<file path="src/design/dfu_ctl_pkg.sv">
// Shared types and codes for the DFU control request block.
// Used by dfu_ctl_fsm and dfu_control_request_fsm; depends on nothing.
package dfu_ctl_pkg;

    // default width of the download block counter
    localparam int BLOCK_COUNT_BITS_DEF = 16;

    // configuration port
    localparam int                        CFG_INDEX_BITS   = 8;
    localparam logic [CFG_INDEX_BITS-1:0] CFG_WILL_DETACH  = 8'd0;
    localparam logic [CFG_INDEX_BITS-1:0] CFG_CAN_DOWNLOAD = 8'd1;

    // DFU class request codes
    localparam logic [7:0] RQ_DETACH    = 8'd0;
    localparam logic [7:0] RQ_DNLOAD    = 8'd1;
    localparam logic [7:0] RQ_GETSTATUS = 8'd3;
    localparam logic [7:0] RQ_CLRSTATUS = 8'd4;
    localparam logic [7:0] RQ_GETSTATE  = 8'd5;
    localparam logic [7:0] RQ_ABORT     = 8'd6;

    // media write status
    localparam logic [1:0] MEDIA_OK    = 2'd0;
    localparam logic [1:0] MEDIA_BUSY  = 2'd1;
    localparam logic [1:0] MEDIA_ERROR = 2'd2;

    // response kinds
    localparam logic [2:0] RK_ACK     = 3'd0;
    localparam logic [2:0] RK_STALL   = 3'd1;
    localparam logic [2:0] RK_STATUS  = 3'd2;
    localparam logic [2:0] RK_STATE   = 3'd3;
    localparam logic [2:0] RK_UNKNOWN = 3'd4;

    // notification kinds
    localparam logic [1:0] NT_NONE  = 2'd0;
    localparam logic [1:0] NT_BEGIN = 2'd1;
    localparam logic [1:0] NT_END   = 2'd2;
    localparam logic [1:0] NT_ABORT = 2'd3;

    // status codes
    localparam logic STATUS_OK        = 1'b0;
    localparam logic STATUS_WRITE_ERR = 1'b1;

    // one request
    typedef struct packed {
        logic [7:0]  cmd;
        logic [15:0] req_length;
        logic [1:0]  media_state;
    } t_req;

    // one response
    typedef struct packed {
        logic [2:0]  resp_kind;
        logic        status_code;
        logic [3:0]  state_report;
        logic        event_detach;
        logic        event_wait_reset;
        logic [1:0]  notify_kind;
        logic        write_strobe;
        logic [15:0] write_block_number;
        logic [15:0] write_length;
    } t_resp;

    // configuration register values
    typedef struct packed {
        logic will_detach;
        logic can_download;
    } t_cfg;

endpackage

</file>
<file path="src/design/dfu_ctl_fsm.sv">
// DFU state machine: decodes one request against the current DFU state and
// registers the response. Depends on dfu_ctl_pkg.
module dfu_ctl_fsm #(
    parameter int BLOCK_COUNT_BITS = dfu_ctl_pkg::BLOCK_COUNT_BITS_DEF
) (
    input  logic               i_clk,
    input  logic               i_rst_n,
    input  logic               i_step,
    input  dfu_ctl_pkg::t_req  i_req,
    input  dfu_ctl_pkg::t_cfg  i_cfg,
    output dfu_ctl_pkg::t_resp o_resp
);

    // DFU state numbering
    typedef enum logic [3:0] {
        ST_APP_IDLE            = 4'd0,
        ST_APP_DETACH          = 4'd1,
        ST_DFU_IDLE            = 4'd2,
        ST_DNLOAD_SYNC         = 4'd3,
        ST_DNBUSY              = 4'd4,
        ST_DNLOAD_IDLE         = 4'd5,
        ST_MANIFEST_SYNC       = 4'd6,
        ST_MANIFEST            = 4'd7,
        ST_MANIFEST_WAIT_RESET = 4'd8,
        ST_UPLOAD_IDLE         = 4'd9,
        ST_ERROR               = 4'd10
    } t_state;

    t_state                      r_state, n_state;
    logic                        r_status, n_status;
    logic [BLOCK_COUNT_BITS-1:0] r_count, n_count;
    dfu_ctl_pkg::t_resp          r_resp, n_resp;

    // decode the request
    always_comb begin
        n_state  = r_state;
        n_status = r_status;
        n_count  = r_count;
        n_resp   = '0;
        case (r_state)
            ST_APP_IDLE: begin
                if (i_req.cmd == dfu_ctl_pkg::RQ_DETACH) begin
                    n_resp.resp_kind        = dfu_ctl_pkg::RK_ACK;
                    n_resp.event_detach     = i_cfg.will_detach;
                    n_resp.event_wait_reset = !i_cfg.will_detach;
                    n_state                 = ST_APP_DETACH;
                end else if (i_req.cmd == dfu_ctl_pkg::RQ_GETSTATUS) begin
                    n_resp.resp_kind = dfu_ctl_pkg::RK_STATUS;
                end else if (i_req.cmd == dfu_ctl_pkg::RQ_GETSTATE) begin
                    n_resp.resp_kind = dfu_ctl_pkg::RK_STATE;
                end else begin
                    n_resp.resp_kind = dfu_ctl_pkg::RK_STALL;
                end
            end
            ST_APP_DETACH, ST_MANIFEST_SYNC: begin
                if (i_req.cmd == dfu_ctl_pkg::RQ_GETSTATUS) begin
                    n_resp.resp_kind = dfu_ctl_pkg::RK_STATUS;
                    if (r_state == ST_MANIFEST_SYNC) begin
                        case (i_req.media_state)
                            dfu_ctl_pkg::MEDIA_OK: begin
                                n_status            = dfu_ctl_pkg::STATUS_OK;
                                n_state             = ST_MANIFEST_WAIT_RESET;
                                n_resp.event_detach = i_cfg.will_detach;
                            end
                            dfu_ctl_pkg::MEDIA_BUSY: begin
                                n_status = dfu_ctl_pkg::STATUS_OK;
                                n_state  = ST_MANIFEST;
                            end
                            dfu_ctl_pkg::MEDIA_ERROR: begin
                                n_status = dfu_ctl_pkg::STATUS_WRITE_ERR;
                                n_state  = ST_ERROR;
                            end
                            default: begin
                                n_status = r_status;
                            end
                        endcase
                    end
                end else if (i_req.cmd == dfu_ctl_pkg::RQ_GETSTATE) begin
                    n_resp.resp_kind = dfu_ctl_pkg::RK_STATE;
                end else begin
                    n_resp.resp_kind = dfu_ctl_pkg::RK_STALL;
                end
            end
            ST_DFU_IDLE, ST_DNLOAD_IDLE: begin
                if (i_req.cmd == dfu_ctl_pkg::RQ_DNLOAD) begin
                    if (r_state == ST_DFU_IDLE &&
                        (i_req.req_length == 16'd0 || !i_cfg.can_download)) begin
                        n_resp.resp_kind = dfu_ctl_pkg::RK_STALL;
                        n_state          = ST_ERROR;
                    end else if (i_req.req_length == 16'd0) begin
                        // empty block ends the download
                        n_resp.resp_kind   = dfu_ctl_pkg::RK_ACK;
                        n_resp.notify_kind = dfu_ctl_pkg::NT_END;
                        n_state            = ST_MANIFEST_SYNC;
                    end else begin
                        // issue the block write and advance the counter
                        n_resp.resp_kind          = dfu_ctl_pkg::RK_ACK;
                        n_resp.notify_kind        = (r_state == ST_DFU_IDLE) ?
                                                    dfu_ctl_pkg::NT_BEGIN :
                                                    dfu_ctl_pkg::NT_NONE;
                        n_resp.write_strobe       = 1'b1;
                        n_resp.write_block_number = 16'(r_count);
                        n_resp.write_length       = i_req.req_length;
                        n_count                   = BLOCK_COUNT_BITS'(r_count + 1'b1);
                        n_state                   = ST_DNLOAD_SYNC;
                    end
                end else if (i_req.cmd == dfu_ctl_pkg::RQ_ABORT) begin
                    n_resp.resp_kind   = dfu_ctl_pkg::RK_ACK;
                    n_resp.notify_kind = dfu_ctl_pkg::NT_ABORT;
                    n_state            = ST_DFU_IDLE;
                    n_count            = '0;
                end else if (i_req.cmd == dfu_ctl_pkg::RQ_GETSTATUS) begin
                    n_resp.resp_kind = dfu_ctl_pkg::RK_STATUS;
                end else if (i_req.cmd == dfu_ctl_pkg::RQ_GETSTATE) begin
                    n_resp.resp_kind = dfu_ctl_pkg::RK_STATE;
                end else begin
                    n_resp.resp_kind = dfu_ctl_pkg::RK_STALL;
                    n_state          = ST_ERROR;
                end
            end
            ST_DNLOAD_SYNC: begin
                if (i_req.cmd == dfu_ctl_pkg::RQ_GETSTATUS) begin
                    n_resp.resp_kind = dfu_ctl_pkg::RK_STATUS;
                    case (i_req.media_state)
                        dfu_ctl_pkg::MEDIA_OK: begin
                            n_status = dfu_ctl_pkg::STATUS_OK;
                            n_state  = ST_DNLOAD_IDLE;
                        end
                        dfu_ctl_pkg::MEDIA_BUSY: begin
                            n_status = dfu_ctl_pkg::STATUS_OK;
                            n_state  = ST_DNBUSY;
                        end
                        dfu_ctl_pkg::MEDIA_ERROR: begin
                            n_status = dfu_ctl_pkg::STATUS_WRITE_ERR;
                            n_state  = ST_ERROR;
                        end
                        default: begin
                            n_status = r_status;
                        end
                    endcase
                end else if (i_req.cmd == dfu_ctl_pkg::RQ_GETSTATE) begin
                    n_resp.resp_kind = dfu_ctl_pkg::RK_STATE;
                end else begin
                    n_resp.resp_kind = dfu_ctl_pkg::RK_STALL;
                    n_state          = ST_ERROR;
                end
            end
            ST_ERROR: begin
                if (i_req.cmd == dfu_ctl_pkg::RQ_CLRSTATUS) begin
                    n_resp.resp_kind = dfu_ctl_pkg::RK_ACK;
                    n_state          = ST_DFU_IDLE;
                end else begin
                    n_resp.resp_kind = dfu_ctl_pkg::RK_STALL;
                end
            end
            default: begin
                // busy, manifest, wait-reset, upload and undefined states
                n_resp.resp_kind = dfu_ctl_pkg::RK_UNKNOWN;
            end
        endcase

        // reports carry the state and status after any media update
        if (n_resp.resp_kind == dfu_ctl_pkg::RK_STATUS) begin
            n_resp.status_code  = n_status;
            n_resp.state_report = n_state;
        end else if (n_resp.resp_kind == dfu_ctl_pkg::RK_STATE) begin
            n_resp.state_report = n_state;
        end
    end

    // hold state and the registered response; advance on each step
    always_ff @(posedge i_clk) begin
        if (!i_rst_n) begin
            r_state  <= ST_APP_IDLE;
            r_status <= dfu_ctl_pkg::STATUS_OK;
            r_count  <= '0;
        end else if (i_step) begin
            r_state  <= n_state;
            r_status <= n_status;
            r_count  <= n_count;
            r_resp   <= n_resp;
        end
    end

    assign o_resp = r_resp;

endmodule

</file>
<file path="src/design/dfu_control_request_fsm.sv">
// Top level of the DFU control request block: input register, handshake
// control, configuration registers. Depends on dfu_ctl_pkg, dfu_ctl_fsm.
//
// Usage:
//   Request channel (i_in_valid / o_in_stall / i_in_data) carries one DFU
//   class request per transfer: code, wLength and media write status.
//   Response channel (o_out_valid / i_out_stall / o_out_data) returns
//   exactly one response per request, in order.
//   Configuration channel (i_cfg_valid / o_cfg_ready / i_cfg_index /
//   i_cfg_data) writes will_detach (index 0) or can_download (index 1);
//   other indexes are ignored. Write it only while no request is in flight.
// Order: a request transfer fills the input register, the state machine
//   then decides it into its registered response, which is offered.
// Throughput: one request per cycle unless i_out_stall holds a response;
//   the state machine decides each request from the current DFU state.
// Reset (i_rst_n low, synchronous): DFU state appIDLE, status ok, block
//   counter 0, will_detach 0, can_download 1, both stages empty.
// Stall: while i_out_stall holds a response, the next request waits in the
//   input register; a further request is stalled only once that is full.
module dfu_control_request_fsm #(
    parameter int BLOCK_COUNT_BITS = dfu_ctl_pkg::BLOCK_COUNT_BITS_DEF
) (
    input  logic                                   i_clk,
    input  logic                                   i_rst_n,
    input  logic                                   i_in_valid,
    output logic                                   o_in_stall,
    input  dfu_ctl_pkg::t_req                      i_in_data,
    output logic                                   o_out_valid,
    input  logic                                   i_out_stall,
    output dfu_ctl_pkg::t_resp                     o_out_data,
    input  logic                                   i_cfg_valid,
    output logic                                   o_cfg_ready,
    input  logic [dfu_ctl_pkg::CFG_INDEX_BITS-1:0] i_cfg_index,
    input  logic                                   i_cfg_data
);

    logic              r_in_valid;
    dfu_ctl_pkg::t_req r_in_data;
    logic              r_out_valid;
    dfu_ctl_pkg::t_cfg r_cfg;
    logic              out_free;
    logic              step;
    logic              in_xfer;

    // handshake control
    assign out_free    = !r_out_valid || !i_out_stall;
    assign step        = r_in_valid && out_free;
    assign o_in_stall  = r_in_valid && !out_free;
    assign in_xfer     = i_in_valid && !o_in_stall;
    assign o_cfg_ready = 1'b1;
    assign o_out_valid = r_out_valid;

    // hold the input transfer and the stage valid bits
    always_ff @(posedge i_clk) begin
        if (!i_rst_n) begin
            r_in_valid  <= 1'b0;
            r_out_valid <= 1'b0;
        end else begin
            if (in_xfer) begin
                r_in_valid <= 1'b1;
            end else if (step) begin
                r_in_valid <= 1'b0;
            end
            if (step) begin
                r_out_valid <= 1'b1;
            end else if (!i_out_stall) begin
                r_out_valid <= 1'b0;
            end
        end
    end

    always_ff @(posedge i_clk) begin
        if (in_xfer) begin
            r_in_data <= i_in_data;
        end
    end

    // configuration registers
    always_ff @(posedge i_clk) begin
        if (!i_rst_n) begin
            r_cfg.will_detach  <= 1'b0;
            r_cfg.can_download <= 1'b1;
        end else if (i_cfg_valid && o_cfg_ready) begin
            case (i_cfg_index)
                dfu_ctl_pkg::CFG_WILL_DETACH:  r_cfg.will_detach  <= i_cfg_data;
                dfu_ctl_pkg::CFG_CAN_DOWNLOAD: r_cfg.can_download <= i_cfg_data;
                default: r_cfg <= r_cfg;
            endcase
        end
    end

    dfu_ctl_fsm #(
        .BLOCK_COUNT_BITS(BLOCK_COUNT_BITS)
    ) u_fsm (
        .i_clk   (i_clk),
        .i_rst_n (i_rst_n),
        .i_step  (step),
        .i_req   (r_in_data),
        .i_cfg   (r_cfg),
        .o_resp  (o_out_data)
    );

`ifndef SYNTH
    // a held response is never overwritten
    a_no_step_on_stall: assert property (@(posedge i_clk) disable iff (!i_rst_n)
        (o_out_valid && i_out_stall) |-> !step)
        else $error("response overwritten while stalled");

    // every decided request shows up as a response
    a_step_gives_resp: assert property (@(posedge i_clk) disable iff (!i_rst_n)
        step |=> o_out_valid)
        else $error("decided request produced no response");

    // a block write is always acknowledged
    a_write_is_ack: assert property (@(posedge i_clk) disable iff (!i_rst_n)
        (o_out_valid && o_out_data.write_strobe) |->
        (o_out_data.resp_kind == dfu_ctl_pkg::RK_ACK))
        else $error("block write without acknowledge");

    // a write status only comes with a status report
    a_status_in_report: assert property (@(posedge i_clk) disable iff (!i_rst_n)
        (o_out_valid && o_out_data.status_code) |->
        (o_out_data.resp_kind == dfu_ctl_pkg::RK_STATUS))
        else $error("status code outside a status report");
`endif

endmodule

</file>
<file path="config.mk">
export PLATFORM = sky130hd
export DESIGN_NAME = dfu_control_request_fsm
export DESIGN_NICKNAME = d
export VERILOG_FILES = /design/src/design/dfu_ctl_pkg.sv /design/src/design/dfu_ctl_fsm.sv /design/src/design/dfu_control_request_fsm.sv
export SDC_FILE = /design/constraint.sdc
export NUM_CORES = 1
export LEC_CHECK = 0
export BUFFER_PORTS_ARGS = -buffer_cell sky130_fd_sc_hd__clkbuf_2
export CORE_ASPECT_RATIO = 0.5
export CORE_MARGIN = 8
export CORE_UTILIZATION = 50
export DETAILED_ROUTE_END_ITERATION = 16
export GPL_ROUTABILITY_DRIVEN = 1
export PLACE_DENSITY = 0.81
export SLEW_MARGIN = 10
export SYNTH_ARGS = -nofsm -noshare
export SYNTH_HDL_FRONTEND = slang
export SYNTH_SLANG_ARGS = --single-unit
</file>
<file path="constraint.sdc">
create_clock -name i_clk -period 2.4 [get_ports i_clk]
set_input_delay 0.36 -clock i_clk [delete_from_list [all_inputs] [get_ports i_clk]]
set_output_delay 0.36 -clock i_clk [all_outputs]
set_load 0.01 [all_outputs]
</file>
==> summary.txt <==
Synthesis
  • Xor-xnor portion of the synthesized cell area: 0.00598
  • #FFs+latches synth: 96
  • Largest family of logic cells by synthesized area: simple AND/OR/NAND/NOR gates
  • Post-synthesis compound-gate area fraction: 0.120
  • Synthesized area per cell: ~11 sq um
  • Ys Warns: 0
  • Post-Synth Adder-Cell Area: 0.0142
  • Mux contribution to synthesized area: 0.00683
  • Mapped Area: roughly 0.0044 sq mm
  • Async SR Flop Fraction: 0
  • Count of cell types in the netlist: between 50 and 60
  • Number of flops mapped to enable cells by yosys: slightly above 70
  • Sequential share of the synthesized area: 0.599
  • Cells after Synth: between 300 and 400
  • Synth Flop Type: edfxtp_1
  • Syn_nets: between 400 and 500
  • Post-Synth Simple-Gate Area: 0.227

Clocking
  • CTS tree: yes
  • H-tree levels: 3
  • CTS root buf: clkbuf_16
  • Worst skew pair latency: 0.34 ns
  • Clock transition at path regs: ~0.070 ns
  • Num CTS Buffers: 9
  • Num Clock Sinks: 96
  • Hold bufs inserted after CTS: 0
  • CTS Buffer Depth: 2

Detailed routing
  • Via count: 3,429
  • Drt wl/cell: about 16 microns
  • Initial DRC count: ~390
  • DRC Markers: 0
  • Post-Route WL: roughly 10,000 microns
  • Vias per cell: between 5 and 6
  • Post-route ant nets: 0
  • DRT Pass-1 Iters: 5

GRT
  • Largest net degree at the start of global routing: 34
  • Vias in the first global route: roughly 3,300
  • Initial antenna violation count: 0
  • Global-route wire length before repair: 16,000 microns
  • GRT Total Usage: 0.164
  • Global route total overflow: 0

Hold path
  • Hold WC Path Type: in -> reg

Place
  • RD Place Congestion: 0.869
  • Port buffer count: 86
  • HPWL after DPL: 7110 microns
  • Placed Instances: 600
  • Placed instance area: just over 0.005 sq mm

Timing
  • Unrepaired setup endpoints after global routing: true
  • Fmax: approximately 420 MHz
  • Actual slew at the worst max-slew pin: roughly 0.67 ns
  • Hold Slack: ~0.19 ns
  • Headroom to the max-slew limit: 0.539
  • Worst Skew: approximately 0.0090 ns
  • Minimum clock period: around 2.4 ns
  • Max-slew violations: 0
  • Setup ws final: -0.00610 ns
  • Period utilization: 1.00
  • Final count of negative-setup-slack endpoints: 2
  • Hold Fails Final Rpt: 0

Layout
  • Share of post-route cells with drive strength above 1: 0.357
  • Area Overhead vs Synth: 28.9%
  • Finished Cell Area: around 0.0057 sq mm
  • Layout Cells excl Fill: ~630
  • Final core utilization: 0.657
  • Ant diodes: 0
  • Layout net count: ~550

Power
  • Internal cell power: ~2.7 mW
  • Pwr dens: ~620 mW/mm^2
  • NetSw: 0.797 mW
  • Flop pwr share: 0.528
  • Leak Pwr: around 2.1 nW
  • VDD IR-drop max: 0.319 mV
  • Switching Fraction: 0.226
  • Clock power share: 0.390
  • Logic pwr share: 0.082

Setup path
  • Crit end category: register
  • Critical path type: reg -> reg
  • Slowest stage cell, crit path: or4_4
  • CP Launch Type: register
  • Crit path DAT: 2.68 ns
  • Most used cell, CP: or4_4
  • Critical Path Fanout Max: 8
  • Worst endpoint required time: about 2.7 ns
  • CP max stage delay: ~0.57 ns
  • Cells along the critical path: or4_4 -> or4_4 -> o31a_4 -> or4_1 -> a21oi_1

Die
  • Die Ht: about 82 microns
  • Starting Density: 0.510
  • Die ar.: 0.0122 sq mm
  • Die W: 149 microns
  • IO Count: 88
  • Row count: 24
  • Core Region: ~0.0086 sq mm

Outcome
  • Run status: finished, violations left
  • Failing checks: negative setup slack

Run
  • Maxcap violations: 0
cell type report:
cell class	count	area, sq um
clock buffers	11	253
inverters	9	33.8
multi-input cells	261	1800
well taps	117	146
fillers	637	2950
repair buffers	130	762
flip-flops and latches	96	2630
clock inverters	5	38.8
synthesized netlist by cell type, types with 2 or more instances:
cell type / instances / area share
edfxtp_1: 71 / 0.49
nor2b_1: 5 / 0.0071
o21a_1: 3 / 0.0051
or4b_2: 3 / 0.0068
nor3b_1: 2 / 0.0034
o21ai_0: 17 / 0.019
dfxtp_1: 25 / 0.11
and4_1: 4 / 0.0080
o31ai_1: 11 / 0.019
nand4_1: 8 / 0.011
o22ai_1: 4 / 0.0057
nor2_1: 15 / 0.013
o21bai_1: 2 / 0.0034
or4_1: 9 / 0.015
xnor2_1: 3 / 0.0060
nor4_1: 10 / 0.014
and3_1: 4 / 0.0057
and3b_1: 2 / 0.0040
nor4b_1: 5 / 0.010
nand2b_1: 6 / 0.0085
a31oi_1: 5 / 0.0071
nor4bb_1: 2 / 0.0046
a2111oi_0: 3 / 0.0060
a21oi_1: 28 / 0.032
or3_1: 9 / 0.013
clkbuf_1: 15 / 0.013
mux2i_1: 3 / 0.0068
nand2_1: 17 / 0.015
or4_4: 2 / 0.0051
inv_1: 9 / 0.0077
and2_1: 34 / 0.048
nor3_1: 7 / 0.0080
nand3_1: 15 / 0.017
ha_1: 5 / 0.014
a211oi_1: 2 / 0.0034
or4bb_1: 2 / 0.0051
cell usage in the layout, fill, tap and decap left out, drive strengths merged, types with 4 or more instances in the layout:
master	count
o21ai	18
inv	11
and4	4
and3	4
or4	11
dfxtp	25
clkbuf	97
nor3	7
or3	9
a21oi	28
nor4b	5
nor2	15
nor4	10
a31oi	5
o31ai	11
nand3	15
nand4	8
buf	44
nand2	17
o22ai	4
and2	34
ha	5
nand2b	6
edfxtp	71
nor2b	5
flip-flops by register name (all words and copies together), names as in the netlist:
register and cells:
r_in_valid 1, u_fsm.r_state 4, u_fsm.r_status 1, o_out_valid 1, r_cfg 2, u_fsm.o_resp 45, u_fsm.r_count 16, r_in_data 26
kinds of logic after synthesis:
logic type | Yosys count
AOI/OAI and AO/OA | 85
xor gates and xnor gates | 3
adders and majority gates | 5
buffers and inverters | 27
DFF | 96
muxes | 3
other | 1
and+or+nand+nor | 163
path summary, 6_finish.rpt:
path,slack (ns),start,cells past startpoint,endpoint
worst min-delay path,0.19,i_in_data[5],1,r_in_data[5]
worst max register to register,-0.006,r_in_data[22],5,u_fsm.r_count[14]
worst max-delay path,-0.006,r_in_data[22],5,u_fsm.r_count[14]
worst min register to register,0.50,u_fsm.r_count[1],2,u_fsm.r_count[1]
power by group through the flow:
stage	clock network, mW	logic, mW	registers [mW]
finish	1.37	0.287	1.86
global route	1.45	0.314	1.87
CTS	1.39	0.270	1.86
detailed placement	0	0.265	1.90
global placement	0	0.262	1.89
floorplan	0	0.134	1.91
what timing repair did:
| action | CTS | global route |
|---|---|---|
| gates resized for setup | 5 | 33 |
| pin swaps | 0 | 25 |
| setup endpoints to repair | 15 | 30 |
| endpoints found under the hold margin | 0 | 0 |
| cloned | 0 | 2 |
| buffers inserted | 0 | 11 |
layer usage:
layer	share of wire	global-route usage	vias up
met3	0.052	0.0473	17
met5	0	0	-
li1	-	-	1716
met2	0.48	0.278	86
met1	0.45	0.199	1610
met4	0.016	0.0616	0
critical path: cells and delay by family (launching register included):
family / cells / cell delay (ns)
AO/OA/AOI/OAI: 2 / 0.30
flip-flops: 1 / 0.40
AND/OR/NAND/NOR: 3 / 1.63
through the flow:
stage	TNS [ns]	setup WS (ns)	power (mW)
2_1_floorplan	0	0.0242	2.04
3_3_place_gp	-0.151	-0.0636	2.16
3_5_place_dp	-0.598	-0.0848	2.16
4_1_cts	0	0.00144	3.52
5_1_grt	-0.547	-0.105	3.63
6_report	-0.00838	-0.00610	3.52
Note: power is estimated with default switching activity, not from simulation.
